### src/hw/rtl/gw_pkg.sv
// Shared constants, types and helpers for the grid-to-world coordinate mapper.
// No dependencies; every other file of the block uses this package.
package gw_pkg;

  localparam int DIM_BITS  = 16;             // grid dimension limit is 2^DIM_BITS
  localparam int LIM_W     = DIM_BITS + 1;   // width of a limited count
  localparam int CNT_W     = 17;             // count register width
  localparam int COORD_W   = 48;             // Q24.24 coordinate width
  localparam int IDX_W     = 32;             // linear index width
  localparam int DIM_W     = 16;             // explicit row/col input width
  localparam int PROD_W    = COORD_W + DIM_BITS + 1;
  localparam int SUM_W     = PROD_W + 2;
  localparam int DIV_STEPS = 4;              // quotient bits per divider stage
  localparam int DIV_STG   = IDX_W / DIV_STEPS;
  localparam int CFG_W     = 48;
  localparam int CFG_IDX_W = 3;
  localparam int ERR_W     = 2;

  localparam logic [ERR_W-1:0] ERR_NONE = 2'd0;
  localparam logic [ERR_W-1:0] ERR_ROW  = 2'd1;
  localparam logic [ERR_W-1:0] ERR_COL  = 2'd2;

  localparam logic [COORD_W-1:0] COORD_MAX = {1'b0, {(COORD_W-1){1'b1}}};
  localparam logic [COORD_W-1:0] COORD_MIN = {1'b1, {(COORD_W-1){1'b0}}};

  typedef enum logic [CFG_IDX_W-1:0] {
    REG_ROW_COUNT  = 3'd0,
    REG_COL_COUNT  = 3'd1,
    REG_COEF_X_ROW = 3'd2,
    REG_COEF_X_COL = 3'd3,
    REG_OFFSET_X   = 3'd4,
    REG_COEF_Y_ROW = 3'd5,
    REG_COEF_Y_COL = 3'd6,
    REG_OFFSET_Y   = 3'd7
  } cfg_reg_t;

  // One beat moving through the divider: quo starts as the index and
  // ends as the quotient, rem ends as the remainder.
  typedef struct packed {
    logic             valid;
    logic             kind;
    logic [IDX_W-1:0] quo;
    logic [LIM_W-1:0] rem;
    logic [DIM_W-1:0] row_in;
    logic [DIM_W-1:0] col_in;
  } div_item_t;

  function automatic logic [LIM_W-1:0] limit_count(logic [CNT_W-1:0] n);
    logic [39:0] w;
    logic [39:0] cap;
    w   = 40'(n);
    cap = 40'(1) << DIM_BITS;
    if (w > cap) return LIM_W'(cap);
    return LIM_W'(w);
  endfunction

endpackage

### src/hw/rtl/gw_divider.sv
// Pipelined restoring divider: linear index / column count.
// Depends on gw_pkg; DIV_STEPS quotient bits per register stage.
module gw_divider (
  input  logic                     clk,
  input  logic                     rst,
  input  logic                     en,
  input  logic [gw_pkg::LIM_W-1:0] ncols,
  input  gw_pkg::div_item_t        d_in,
  output gw_pkg::div_item_t        d_out
);

  gw_pkg::div_item_t pipe [0:gw_pkg::DIV_STG];

  assign pipe[0] = d_in;

  for (genvar k = 0; k < gw_pkg::DIV_STG; k++) begin : g_stg
    gw_pkg::div_item_t       nxt;
    logic [gw_pkg::LIM_W-1:0] sh;
    logic                     ge;

    always_comb begin
      nxt = pipe[k];
      sh  = '0;
      ge  = 1'b0;
      for (int j = 0; j < gw_pkg::DIV_STEPS; j++) begin
        sh      = {nxt.rem[gw_pkg::LIM_W-2:0], nxt.quo[gw_pkg::IDX_W-1]};
        ge      = (sh >= ncols);
        nxt.rem = ge ? (sh - ncols) : sh;
        nxt.quo = {nxt.quo[gw_pkg::IDX_W-2:0], ge};
      end
    end

    always_ff @(posedge clk) begin
      if (rst) begin
        pipe[k+1] <= '0;
      end else if (en) begin
        pipe[k+1] <= nxt;
      end
    end
  end

  assign d_out = pipe[gw_pkg::DIV_STG];

endmodule

### config.mk
export PLATFORM = sky130hd
export DESIGN_NAME = gw_divider
export DESIGN_NICKNAME = d
export VERILOG_FILES = /design/src/hw/rtl/gw_pkg.sv /design/src/hw/rtl/gw_divider.sv
export SDC_FILE = /design/constraint.sdc
export NUM_CORES = 2
export LEC_CHECK = 0
export ABC_AREA = 0
export BUFFER_PORTS_ARGS = -buffer_cell sky130_fd_sc_hd__buf_2
export CORE_MARGIN = 3
export CORE_UTILIZATION = 50
export DETAILED_ROUTE_END_ITERATION = 8
export PLACE_DENSITY_LB_ADDON = 0.15
export SETUP_SLACK_MARGIN = 0.5
export SLEW_MARGIN = 20
export SYNTH_ARGS = -nofsm -noshare
export SYNTH_HDL_FRONTEND = slang
export SYNTH_SLANG_ARGS = --single-unit
### constraint.sdc
create_clock -name clk -period 14.2 [get_ports clk]
set_input_delay 2.84 -clock clk [delete_from_list [all_inputs] [get_ports clk]]
set_output_delay 2.84 -clock clk [all_outputs]
set_load 0.01 [all_outputs]
# Word level (Yosys, flattened, before mapping)
# Cells that the tools add are included.
# totals
reg_bits	657
out_inout_bits	83
# classes
n_addsub	32
n_lt_le_gt_ge	32
muxes	32
# ops
op	n
greater-or-equal comparator 17 bit	32
two-way mux 16 bit	31
subtractor 16 bit	31
two-way mux 17 bit	1
subtractor 17 bit	1

# Logic depth before layout (Yosys ltp)
# depth
ltp_word	8
mapped_depth	45
ltp_nobuf	40

# Worst setup path after synthesis
# Ideal clock, no wire load.
# synth_path
path_kind	input -> register
from	input ncols[1] (netlist bit)
to	register pipe[284] (netlist bit)
t_arrival_ns	12.846
slack_ns	1.234
cell_stages	43
n_path_buf	7
cell_sequence	inv_1 ha_1 nor2b_1 o31ai_1 a21oi_1 o21ai_1 o211ai_1 nand2_1 buf_2 mux2i_1 inv_1 ha_1 and4_1 nand2_1 o211ai_1 a211o_1 a211o_1 o211a_1 [... 7 more ...] a221oi_1 o21ai_1 o21a_1 clkbuf_1 buf_2 a222oi_1 inv_1 ha_1 o21a_1 o21ai_0 a211oi_1 o31ai_1 a311oi_1 a31o_1 clkbuf_1 nor2_1 buf_2 a211o_1
# synth_via
elab_chain_cells	8
elab_cells_between_ends	12
classes_between	add/sub: 4; order compare: 4; mux: 4
# synth_rtl
element	line	text
start, declared	gw_divider.sv:7	input logic [gw_pkg::LIM_W-1:0] ncols,
subtractor 16 bit or greater-or-equal comparator 17 bit (tied branches)	gw_divider.sv:28, gw_divider.sv:27	
two-way mux 16 bit	gw_divider.sv:28	nxt.rem = ge ? (sh - ncols) : sh;
subtractor 16 bit or greater-or-equal comparator 17 bit (tied branches)	gw_divider.sv:28, gw_divider.sv:27	
two-way mux 16 bit	gw_divider.sv:28	
greater-or-equal comparator 17 bit or subtractor 16 bit (tied branches)	gw_divider.sv:27, gw_divider.sv:28	
two-way mux 16 bit	gw_divider.sv:28	
subtractor 16 bit or greater-or-equal comparator 17 bit (tied branches)	gw_divider.sv:28, gw_divider.sv:27	
two-way mux 16 bit *	gw_divider.sv:28	
end signal, assigned by index	gw_divider.sv:37	pipe[k+1] <= nxt;
end, declared	gw_divider.sv:12	gw_pkg::div_item_t pipe [0:gw_pkg::DIV_STG];
# Every way passes the cells marked *; elsewhere a longest branch is shown, timed or not.
# A chain may end at the register's enable or synchronous reset.

# Worst setup path in the final report
# layout_path
from	input ncols[1] (netlist bit)
to	register pipe[292] (netlist bit)
# layout_via
elab_chain_cells	8
elab_cells_between_ends	12
classes_between	add/sub: 4; order compare: 4; mux: 4
# layout_rtl
element	line
subtractor 16 bit or greater-or-equal comparator 17 bit (tied branches)	gw_divider.sv:28, gw_divider.sv:27
two-way mux 16 bit	gw_divider.sv:28
subtractor 16 bit or greater-or-equal comparator 17 bit (tied branches)	gw_divider.sv:28, gw_divider.sv:27
two-way mux 16 bit	gw_divider.sv:28
subtractor 16 bit or greater-or-equal comparator 17 bit (tied branches)	gw_divider.sv:28, gw_divider.sv:27
two-way mux 16 bit	gw_divider.sv:28
subtractor 16 bit or greater-or-equal comparator 17 bit (tied branches)	gw_divider.sv:28, gw_divider.sv:27
two-way mux 16 bit *	gw_divider.sv:28
# Marked as above.

==> flow_metrics.tcl <==
set metrics [dict create \
    outcome "finished, final reports clean" \
    clock.fmax_mhz 77.4 \
    endpoint_kind "flop" \
    critPathMaxStageDelay_ns 0.74 \
    viasPerCell 5.99 \
    drc 0 \
    cts_num_sinks 657 \
    setup_viol 0 \
    area_growth_pct 9.15 \
    dp.cells 7736 \
    worstPathArrival_ns 13.47 \
    drive_above_1_share 0.107 \
    cp.required_ns 14.76 \
    hold_viol_final 0 \
    io_pins 186 \
    yosysTopAreaCellShare 0.247 \
    power.density_nw_per_um2 242 \
    totalWireLength_um 157000 \
    synth_seq_cells 657 \
    grt_pass1_wl_um 246000 \
    synth_cell_types 109 \
    dp_hpwl_um 118000 \
    cts_setup_buffers 0 \
    synth_area_leaders "dfxtp_1, ha_1, mux2i_1" \
    cts_hold_buffers 0 \
    yosysSeqAreaShare 0.247 \
    htreeDepth 3 \
    rsz0062_at_grt "false" \
    wl_per_cell_um 19.9 \
    p_leak_nw 27.1 \
    final_cells 7873 \
    overflow 0 \
    first_pass_iters 5 \
    die_width_um 332 \
    cts-root-buf "clkbuf_16" \
    cap_violations 0 \
    slew_headroom 0.271 \
    dieArea_um2 110000 \
    slew_viol_final 0 \
    syn_nets 7022 \
    startpoint_type "input port" \
    crit_start "ncols[1]" \
    slowest_stage "nor2_1" \
    cts_buffer_depth 3 \
    dieHeight_um 332 \
    syn-instance-count 6343 \
    skew_ns 0.0498 \
    crit_type "in -> reg" \
    path_clk_slew_ns 0.05 \
    cts_resized 0 \
    yosys_warnings 0 \
    rows 119 \
    cts_tree "built" \
    pre_cts_slack_ns 0.957 \
    layout_commonest_cell "nor2_1" \
    fin_crit_sh 0.909 \
    regToRegStartpoint "pipe[412]" \
    syn_area_per_cell_um2 8.39 \
    grt_max_degree 152 \
    critPathTopFamily "compound AO/OA/AOI/OAI gates" \
    antenna_found_initial 9 \
    setup_tns_ns 0 \
    place_congestion 0.935 \
    drt-initial-drc-count 3289 \
    numCtsBuffers 75 \
    crit_fanout 13 \
    clk-insertion-delay-late_ns 0.68 \
    initial_core_util 0.505 \
    fin_crit_ns 12.91 \
    worstMarginPinSlew_ns 1.09 \
    netlist_area_um2 53200 \
    core_area_um2 105000 \
    synth_flop_cell "dfxtp_1" \
    hp-start "d_out[32]" \
    grt_pass1_vias 44259 \
    mostFrequentLayoutCells "nor2_1, dfxtp_1, mux2i_1, ha_1, a21oi_1" \
    critPathBufInv 4 \
    setup_ws_ns 1.29 \
    peakVddDrop_mv 0.124 \
    vias 47157 \
    worstHoldPathType "reg -> reg" \
    finalHoldWorstSlack_ns 0.467 \
    async_flop_share 0 \
    num-nets-final 7101 \
    synth_edf_count 0 \
    postLayoutCoreUtil 0.551 \
    drtAntennaViolNets 0 \
    grt_use_total 0.275 \
    synth_top_area_cell "dfxtp_1" \
    port-buffer-count 184 \
]
==> power by group <==
| part | switching (mW) | internal [mW] |
|---|---|---|
| clock | 0.831 | 1.18 |
| combinational | 5.67 | 4.23 |
| sequential | 0.144 | 2.01 |
==> registers in the layout, summed over array words and instances (netlist names) <==
name,count
d_out,83
g_stg.nxt,434
g_stg.sh,7
pipe,133
==> per-stage QoR <==
step           cell area, um2  power, mW
2_1_floorplan           53200       9.82
5_1_grt                 58100       15.3
4_1_cts                 58100       14.0
3_3_place_gp            55500       11.8
3_5_place_dp            55500       11.9
6_report                58100       14.1
==> area by class of cell <==
class | count | area [um2]
multi-input combinational | 5147 | 37700
clock inverter | 28 | 458
clock buffer | 104 | 2150
inverter | 221 | 830
antenna | 5 | 12.5
sequential | 657 | 13200
tap | 1391 | 1740
timing repair buffer | 320 | 2020
fill | 9984 | 47300
==> tightest hold or removal path: stages (launching register included) <==
cell,delay (ns)
dfxtp_1,0.30
nand2_1,0.06
a21oi_1,0.06
==> worst paths after layout <==
path               endpoint  slack, ns  cells past startpoint
setup / recovery  pipe[292]       1.29                     37
hold / removal    d_out[32]       0.47                      2
setup reg to reg  pipe[292]       3.53                     37
hold reg to reg   d_out[32]       0.47                      2
==> synthesized netlist by cell type, types with 33 or more instances <==
cell type	count
o21ai_0	223
clkbuf_1	153
and3_1	54
mux2_2	134
a21o_1	190
nor2b_1	66
buf_4	86
o31a_1	48
a31oi_1	45
o21a_1	120
nor2_1	898
nand3_1	83
xnor2_1	227
a211oi_1	73
xor2_1	135
o211ai_1	50
o21ai_1	70
or3_1	54
ha_1	544
buf_1	49
o31ai_1	37
dfxtp_1	657
a21oi_1	381
a311oi_1	33
nor3_1	133
nand2b_1	47
nand2_1	327
inv_1	216
mux2i_1	587
o21bai_1	35
nand4_1	81
==> layer usage <==
layer / vias up / GRT usage / routed length, um
li1: 23325 / - / -
met1: 22244 / 0.368 / 71100
met2: 1276 / 0.454 / 71100
met3: 306 / 0.0376 / 9160
met4: 6 / 0.0932 / 5600
met5: - / 0 / 36
==> logic make-up (layout without fill, tap and decap cells) <==
| group | count (synthesis) | in the layout | share of synthesized area |
|---|---|---|---|
| buf+inv | 539 | 673 | 0.0448 |
| fa+ha+maj | 576 | 576 | 0.140 |
| compound gates | 1597 | 1597 | 0.206 |
| simple gates | 1871 | 1871 | 0.159 |
| xor+xnor | 362 | 362 | 0.0596 |
| other cells | 0 | 5 | 0 |
| flops | 657 | 657 | 0.247 |
| mux | 741 | 741 | 0.143 |
No activity file was read; power rests on OpenSTA's default activity.
